## src/sv/fmx_pkg.sv

```systemverilog
// fmx_pkg: shared types and constants for the queue with minimum extraction
// used by fmx_store, fmx_scan and fifo_with_min_extract_unit; no dependencies
`timescale 1ns / 1ps

package fmx_pkg;

	localparam int DEPTH_DEF = 16;
	localparam int DATA_W    = 32;
	localparam int OCC_W     = 5;

	localparam logic [DATA_W-1:0] EMPTY_VALUE = '1;
	localparam logic [DATA_W-1:0] PUSH_VALUE  = '0;

	typedef enum logic [1:0] {
		CMD_PUSH   = 2'd0,
		CMD_POP    = 2'd1,
		CMD_MINPOP = 2'd2,
		CMD_PEEK   = 2'd3
	} cmd_t;

	typedef enum logic [1:0] {
		ST_OK    = 2'd0,
		ST_EMPTY = 2'd1,
		ST_FULL  = 2'd2
	} status_t;

	// control from the sequencer to the shared comparator
	typedef struct packed {
		logic en;
		logic first;
	} scan_ctl_t;

endpackage

```

## src/sv/fmx_store.sv

```systemverilog
// fmx_store: entry memory, one write port and one read port with registered data
// depends on fmx_pkg for the default depth and data width
`timescale 1ns / 1ps

module fmx_store #(
	parameter int DEPTH = fmx_pkg::DEPTH_DEF,
	localparam int AW = $clog2(DEPTH)
) (
	input  logic                           clk,
	input  logic                           we,
	input  logic [AW-1:0]                  waddr,
	input  logic [fmx_pkg::DATA_W-1:0]     wdata,
	input  logic                           re,
	input  logic [AW-1:0]                  raddr,
	output logic [fmx_pkg::DATA_W-1:0]     rdata
);

	logic [fmx_pkg::DATA_W-1:0] mem_q [DEPTH];
	logic [fmx_pkg::DATA_W-1:0] rdata_q;

	always_ff @(posedge clk) begin
		if (we) begin
			mem_q[waddr] <= wdata;
		end
		if (re) begin
			rdata_q <= mem_q[raddr];
		end
	end

	assign rdata = rdata_q;

endmodule

```

## src/sv/fmx_scan.sv

```systemverilog
// fmx_scan: shared signed comparator that tracks the smallest entry seen and its slot
// depends on fmx_pkg for scan_ctl_t and the data width
`timescale 1ns / 1ps

module fmx_scan #(
	parameter int DEPTH = fmx_pkg::DEPTH_DEF,
	localparam int AW = $clog2(DEPTH)
) (
	input  logic                              clk,
	input  fmx_pkg::scan_ctl_t                ctl,
	input  logic signed [fmx_pkg::DATA_W-1:0] data,
	input  logic [AW-1:0]                     idx,
	output logic signed [fmx_pkg::DATA_W-1:0] best_val,
	output logic [AW-1:0]                     best_idx
);

	logic signed [fmx_pkg::DATA_W-1:0] best_val_q;
	logic [AW-1:0]                     best_idx_q;
	logic                              take;

	// strict less keeps the earliest slot on ties
	assign take = ctl.first || (data < best_val_q);

	always_ff @(posedge clk) begin
		if (ctl.en && take) begin
			best_val_q <= data;
			best_idx_q <= idx;
		end
	end

	assign best_val = best_val_q;
	assign best_idx = best_idx_q;

endmodule

```

## src/sv/fifo_with_min_extract_unit.sv

```systemverilog
// fifo_with_min_extract_unit: top level, command sequencer, occupancy and result registers
// depends on fmx_pkg, fmx_store and fmx_scan
`timescale 1ns / 1ps

// Bounded queue of signed 32-bit values in arrival order. A command is taken when start is
// high and busy is low; its single result appears on result_value, status and occupancy for
// exactly one cycle with done high, and must be captured then. Push, and any command on an
// empty queue, finishes straight from idle. Peek and pop read only the oldest entry,
// and min-pop scans the held entries one per cycle through a single comparator. Pop and min-pop
// then close the gap one entry per cycle through the memory's single write port. The next command
// can be given in the cycle done is high.

module fifo_with_min_extract_unit #(
	parameter int DEPTH = fmx_pkg::DEPTH_DEF
) (
	input  logic                              clk,
	input  logic                              arst_n,
	input  logic                              start,
	output logic                              busy,
	input  logic [1:0]                        cmd,
	input  logic signed [fmx_pkg::DATA_W-1:0] value,
	output logic                              done,
	output logic signed [fmx_pkg::DATA_W-1:0] result_value,
	output logic [1:0]                        status,
	output logic [fmx_pkg::OCC_W-1:0]         occupancy
);

	localparam int AW = $clog2(DEPTH);
	localparam int CW = $clog2(DEPTH + 1);
	localparam logic [CW-1:0] FULL_CNT = CW'(DEPTH);
	localparam logic [CW-1:0] ONE      = CW'(1);
	localparam logic [CW-1:0] TWO      = CW'(2);

	typedef enum logic [3:0] {
		S_IDLE  = 4'b0001,
		S_SCAN  = 4'b0010,
		S_PICK  = 4'b0100,
		S_SHIFT = 4'b1000
	} state_t;

	state_t                       state_q;
	fmx_pkg::cmd_t                cmd_q;
	logic [CW-1:0]                cnt_q;
	logic [CW-1:0]                ptr_q;
	logic [CW-1:0]                idx_q;
	logic [CW-1:0]                lim_q;
	logic                         done_q;
	logic [fmx_pkg::DATA_W-1:0]   res_q;
	logic [1:0]                   status_q;
	logic [fmx_pkg::OCC_W-1:0]    occ_q;

	logic                         we;
	logic [AW-1:0]                waddr;
	logic [fmx_pkg::DATA_W-1:0]   wdata;
	logic                         re;
	logic [AW-1:0]                raddr;
	logic [fmx_pkg::DATA_W-1:0]   rdata;

	fmx_pkg::scan_ctl_t           scan_ctl;
	logic signed [fmx_pkg::DATA_W-1:0] best_val;
	logic [AW-1:0]                best_idx;
	logic [CW-1:0]                pick_next;

	logic                         fin;
	logic [fmx_pkg::DATA_W-1:0]   res_nx;
	fmx_pkg::status_t             st_nx;
	logic [CW-1:0]                cnt_nx;
	logic                         accept;
	logic                         is_full;

	assign accept    = start && (state_q == S_IDLE);
	assign is_full   = (cnt_q >= FULL_CNT);
	assign pick_next = CW'(best_idx) + ONE;

	fmx_store #(.DEPTH(DEPTH)) u_store (
		.clk   (clk),
		.we    (we),
		.waddr (waddr),
		.wdata (wdata),
		.re    (re),
		.raddr (raddr),
		.rdata (rdata)
	);

	fmx_scan #(.DEPTH(DEPTH)) u_scan (
		.clk      (clk),
		.ctl      (scan_ctl),
		.data     (rdata),
		.idx      (idx_q[AW-1:0]),
		.best_val (best_val),
		.best_idx (best_idx)
	);

	// memory port, comparator and result selection
	always_comb begin
		we       = 1'b0;
		waddr    = cnt_q[AW-1:0];
		wdata    = value;
		re       = 1'b0;
		raddr    = '0;
		scan_ctl = '0;
		fin      = 1'b0;
		res_nx   = best_val;
		st_nx    = fmx_pkg::ST_OK;
		cnt_nx   = cnt_q;
		unique case (state_q)
			S_IDLE: begin
				if (accept) begin
					if (cmd == fmx_pkg::CMD_PUSH) begin
						fin    = 1'b1;
						res_nx = fmx_pkg::PUSH_VALUE;
						if (is_full) begin
							st_nx = fmx_pkg::ST_FULL;
						end else begin
							we     = 1'b1;
							cnt_nx = cnt_q + ONE;
						end
					end else if (cnt_q == '0) begin
						fin    = 1'b1;
						res_nx = fmx_pkg::EMPTY_VALUE;
						st_nx  = fmx_pkg::ST_EMPTY;
					end else begin
						re = 1'b1;
					end
				end
			end
			S_SCAN: begin
				scan_ctl.en    = 1'b1;
				scan_ctl.first = (idx_q == '0);
				re             = (ptr_q < lim_q);
				raddr          = ptr_q[AW-1:0];
			end
			S_PICK: begin
				if (cmd_q == fmx_pkg::CMD_PEEK) begin
					fin = 1'b1;
				end else if (pick_next == cnt_q) begin
					fin    = 1'b1;
					cnt_nx = cnt_q - ONE;
				end else begin
					re    = 1'b1;
					raddr = pick_next[AW-1:0];
				end
			end
			S_SHIFT: begin
				// move the later entries down by one slot
				we    = 1'b1;
				waddr = idx_q[AW-1:0];
				wdata = rdata;
				re    = (ptr_q < cnt_q);
				raddr = ptr_q[AW-1:0];
				if (CW'(idx_q + TWO) == cnt_q) begin
					fin    = 1'b1;
					cnt_nx = cnt_q - ONE;
				end
			end
			default: begin
			end
		endcase
	end

	always_ff @(posedge clk or negedge arst_n) begin
		if (!arst_n) begin
			state_q <= S_IDLE;
			cmd_q   <= fmx_pkg::CMD_PUSH;
			cnt_q   <= '0;
			ptr_q   <= '0;
			idx_q   <= '0;
			lim_q   <= '0;
			done_q  <= 1'b0;
		end else begin
			done_q <= fin;
			cnt_q  <= cnt_nx;
			unique case (state_q)
				S_IDLE: begin
					if (accept && !fin) begin
						cmd_q   <= fmx_pkg::cmd_t'(cmd);
						ptr_q   <= ONE;
						idx_q   <= '0;
						lim_q   <= (cmd == fmx_pkg::CMD_MINPOP) ? cnt_q : ONE;
						state_q <= S_SCAN;
					end
				end
				S_SCAN: begin
					ptr_q <= ptr_q + ONE;
					idx_q <= idx_q + ONE;
					if (idx_q == lim_q - ONE) begin
						state_q <= S_PICK;
					end
				end
				S_PICK: begin
					if (fin) begin
						state_q <= S_IDLE;
					end else begin
						idx_q   <= CW'(best_idx);
						ptr_q   <= pick_next + ONE;
						state_q <= S_SHIFT;
					end
				end
				S_SHIFT: begin
					ptr_q <= ptr_q + ONE;
					idx_q <= idx_q + ONE;
					if (fin) begin
						state_q <= S_IDLE;
					end
				end
				default: begin
					state_q <= S_IDLE;
				end
			endcase
		end
	end

	always_ff @(posedge clk) begin
		if (fin) begin
			res_q    <= res_nx;
			status_q <= st_nx;
			occ_q    <= fmx_pkg::OCC_W'(cnt_nx);
		end
	end

	assign busy         = (state_q != S_IDLE);
	assign done         = done_q;
	assign result_value = res_q;
	assign status       = status_q;
	assign occupancy    = occ_q;

	// a refused push is only reported with the queue full
	a_full_occ: assert property (@(posedge clk) disable iff (!arst_n)
		(done && status == fmx_pkg::ST_FULL) |-> (occupancy == fmx_pkg::OCC_W'(DEPTH)))
		else $error("full status with queue not full");

	// an empty result carries the empty marker and no entries
	a_empty_res: assert property (@(posedge clk) disable iff (!arst_n)
		(done && status == fmx_pkg::ST_EMPTY) |->
		(result_value == fmx_pkg::EMPTY_VALUE && occupancy == '0))
		else $error("empty status with wrong value or occupancy");

	// a push transaction always finishes in the following cycle
	a_push_lat: assert property (@(posedge clk) disable iff (!arst_n)
		(start && !busy && cmd == fmx_pkg::CMD_PUSH) |=> done)
		else $error("push did not finish in one cycle");

	// a result only appears once the sequencer is idle again
	a_done_idle: assert property (@(posedge clk) disable iff (!arst_n)
		done |-> !busy)
		else $error("result strobe while sequencer busy");

	a_cnt_bound: assert property (@(posedge clk) disable iff (!arst_n)
		cnt_q <= FULL_CNT)
		else $error("entry count beyond capacity");

endmodule

```

## config.mk

```make
export PLATFORM = sky130hd
export DESIGN_NAME = fifo_with_min_extract_unit
export DESIGN_NICKNAME = d
export VERILOG_FILES = /design/src/sv/fmx_pkg.sv /design/src/sv/fmx_store.sv /design/src/sv/fmx_scan.sv /design/src/sv/fifo_with_min_extract_unit.sv
export SDC_FILE = /design/constraint.sdc
export NUM_CORES = 1
export LEC_CHECK = 0
export BUFFER_PORTS_ARGS = -buffer_cell sky130_fd_sc_hd__buf_2
export CAP_MARGIN = 20
export CORE_UTILIZATION = 25
export CTS_CLUSTER_DIAMETER = 100
export DETAILED_ROUTE_END_ITERATION = 8
export SETUP_SLACK_MARGIN = 0.2
export SLEW_MARGIN = 40
export SYNTH_ARGS = -nofsm -noshare
export SYNTH_HDL_FRONTEND = slang
export SYNTH_SLANG_ARGS = --single-unit
```

## constraint.sdc

```tcl
create_clock -name clk -period 7.42 [get_ports clk]
set_input_delay 1.855 -clock clk [delete_from_list [all_inputs] [get_ports clk]]
set_output_delay 1.855 -clock clk [all_outputs]
set_load 0.02 [all_outputs]
```

==> results_dict.tcl <==
set metrics [dict create \
    path_max_fanout 58 \
    rsz0062_at_grt "false" \
    nets 2092 \
    cts_setup_buffers 0 \
    syn2layout_area_growth_pct 17.7 \
    avgRoutedWirePerCell_um 19.5 \
    port_buffers 77 \
    drtAntennaViolNets 0 \
    vias 16100 \
    cts_sinks 646 \
    irDropWorstVdd_uv 236 \
    path_class "flip-flop to flip-flop" \
    clock_skew_ns 0.0240 \
    finalHoldViolCount 0 \
    syn_nets 2008 \
    worstPathRequired_ns 7.76 \
    grt_max_degree 161 \
    drt_pass1_iterations 5 \
    async_flop_share_pct 4.18 \
    start_kind "flip-flop" \
    hold_path.class "flip-flop to flip-flop" \
    fin_tns_setup_ns 0 \
    status "finished clean" \
    fp.dieH_um 330 \
    clkPwrFrac_pct 33.2 \
    grt_pass1_wl_um 99800 \
    core_area_um2 106000 \
    syn_area_per_cell_um2 14.0 \
    finalSetupViolCount 0 \
    vias_per_cell 4.67 \
    numCtsBuffers 68 \
    synth.cell_area_um2 26800 \
    synth_edf_count 619 \
    clock_latency_ns 0.60 \
    drt-total-wl_um 67300 \
    postSynthCellCount 1923 \
    swShare_pct 29.7 \
    cts_resized 0 \
    grt_pass1_vias 15500 \
    period_share_pct 54.2 \
    num_io_pins 78 \
    pwr-share-comb_pct 19.3 \
    drtIter0Drc 1588 \
    antenna_found_initial 4 \
    fp.dieW_um 330 \
    clockBufferDepth 3 \
    cts-htree-levels 3 \
    grt_use_total_pct 12.2 \
    synth_warnings 0 \
    drv_slew 0 \
    min-delay-start "u_store.rdata[0]" \
    p_leak_nw 11.1 \
    timing.hold.ws_ns 0.491 \
    holdBufCountCts 0 \
    fmax_mhz 249 \
    worstMarginPinSlew_ns 0.781 \
    row_count 119 \
    crit_path_end_kind "flip-flop" \
    clk_pin_slew_ns 0.06 \
    p_seq_share_pct 47.5 \
    hpwl_um 42800 \
    cts.root.buffer_cell "clkbuf_16" \
    crit_start "u_scan.best_idx[0]" \
    synth-main-ff-cell "edfxtp_1" \
    p_per_area_nw_per_um2 307 \
    drc 0 \
    dieArea_um2 109000 \
    cp.arrival_ns 4.36 \
    initial_core_util_pct 25.4 \
    grt_overflow 0 \
    cts_tree "built" \
    gp_congestion 0.799 \
    switchingPower_mw 2.88 \
    period_needed_ns 4.02 \
    r2r_start "u_scan.best_idx[0]" \
    drive_gt1_share_pct 12.9 \
    synth.distinct_cells 67 \
    cap_violations 0 \
    slew_headroom_pct 48.0 \
    ys_seq_area_share_pct 71.8 \
    cellInternalPower_mw 6.82 \
    ys_seq_elements 646 \
    num-fill-cells 10500 \
]
## kinds of logic (layout without fill, tap and decap cells)
kind of cell / count (synthesis) / count (layout) / share of synthesized area, %
muxes: 99 / 99 / 3.70
other: 0 / 1 / 0
xor gates and xnor gates: 25 / 25 / 0.844
AOI/OAI and AO/OA: 429 / 429 / 10.8
and+or+nand+nor: 509 / 509 / 7.82
buffers and inverters: 167 / 299 / 2.89
DFF: 646 / 646 / 71.8
adders and majority gates: 48 / 48 / 2.24
## power by group through the flow
stage,clock (mW),combinational (mW),sequential [mW]
2_1_floorplan,0,1.33,4.54
3_3_place_gp,0,1.83,4.68
3_5_place_dp,0,1.87,4.68
4_1_cts,3.28,1.88,4.60
5_1_grt,3.42,2.07,4.63
6_report,3.22,1.87,4.61
## area by class of cell
class                      count  area (um2)  share of cell area (%)
inverter                      50         188                   0.594
multi-input combinational   1110        7060                    22.3
antenna                        1        2.50                 0.00792
clock inverter                31         231                   0.733
sequential                   646       19300                    61.0
clock buffer                  87        1860                    5.88
tap                         1391        1740                    5.51
timing repair buffer         131        1250                    3.96
## path summary, 6_finish.rpt
path                                      endpoint  slack (ns)  cells past startpoint
worst max-delay path             u_store.rdata[17]        3.40                     10
worst min-delay path            u_scan.best_val[0]        0.49                      0
worst max register to register   u_store.rdata[17]        3.40                     10
worst min register to register  u_scan.best_val[0]        0.49                      0
max in group asynchronous                 cnt_q[0]        5.68                      1
min in group asynchronous                 ptr_q[3]        1.30                      1
## critical path: stages (launching register included)
cell and delay, ns:
edfxtp_1 0.49, ha_1 0.35, a31o_2 0.27, a211oi_2 0.39, a311oi_2 0.30, a21boi_4 0.27
buf_4 0.41, buf_4 0.58, a22oi_1 0.24, a22oi_1 0.33, nand2_1 0.08
## layer usage
layer / share of wire, % / global-route usage, % / routed length (um) / vias to the layer above
li1: - / - / - / 7416
met1: 46 / 17.2 / 30700 / 8059
met2: 46 / 19.0 / 30700 / 502
met3: 6.4 / 2.47 / 4300 / 112
met4: 2.3 / 3.50 / 1510 / 2
met5: 0.013 / 0 / 9 / -
## state kept, by name, indices dropped and copies added (netlist names), 4 cells and up
name and cells:
u_store.mem_q 512, result_value 32, u_scan.best_val 32, u_store.rdata 32
cnt_q 5, idx_q 5, lim_q 5, occupancy 5
ptr_q 5, state_q 4, u_scan.best_idx 4
## cells in the final DEF (no fill, tap or decap), types with 6 or more instances in the layout
master,n
a21boi_0,34
a21o_1,12
a21oi_1,148
a22oi_1,131
a31oi_2,6
a32oi_1,36
buf_16,14
buf_2,81
buf_4,12
buf_8,17
clkbuf_1,15
clkbuf_16,72
clkinv_1,14
clkinv_2,8
dfrtp_1,26
edfxtp_1,619
ha_1,48
inv_1,50
mux2i_1,97
nand2_1,383
nand3_1,45
nor2_1,18
nor2_4,16
nor3_1,11
o21ai_0,19
xnor2_1,15
xor2_1,9
## cells in the mapped netlist, types with 5 or more instances
master	instances	area share, %
edfxtp_1	619	69
nand2_1	383	5.4
a21oi_1	149	2.8
a22oi_1	131	3.7
mux2i_1	97	3.6
clkbuf_1	62	0.87
inv_1	50	0.70
ha_1	48	2.2
nand3_1	45	0.84
a32oi_1	36	1.2
a21boi_0	34	0.95
nor2_1	34	0.48
buf_2	31	0.58
dfrtp_1	26	2.4
o21ai_0	21	0.39
xnor2_1	15	0.49
a21o_1	13	0.36
buf_6	11	0.46
nor3_1	11	0.21
xor2_1	9	0.29
a31oi_1	8	0.19
buf_4	7	0.20
or3_1	6	0.14
buf_1	5	0.070
nand2b_1	5	0.12
nor2b_1	5	0.12
## per-stage QoR
step,util (%),total power [mW],worst slack [ns],cells,area (um2)
floorplan,-,5.86,2.57,1923,26800
global placement,27.2,6.51,2.69,3290,28800
detailed placement,27.8,6.54,3.14,3326,29500
CTS,29.8,9.76,3.13,3444,31500
global route,29.8,10.1,3.18,3446,31600
finish,29.8,9.70,3.40,3447,31600
Power figures use the tool's default switching activity.
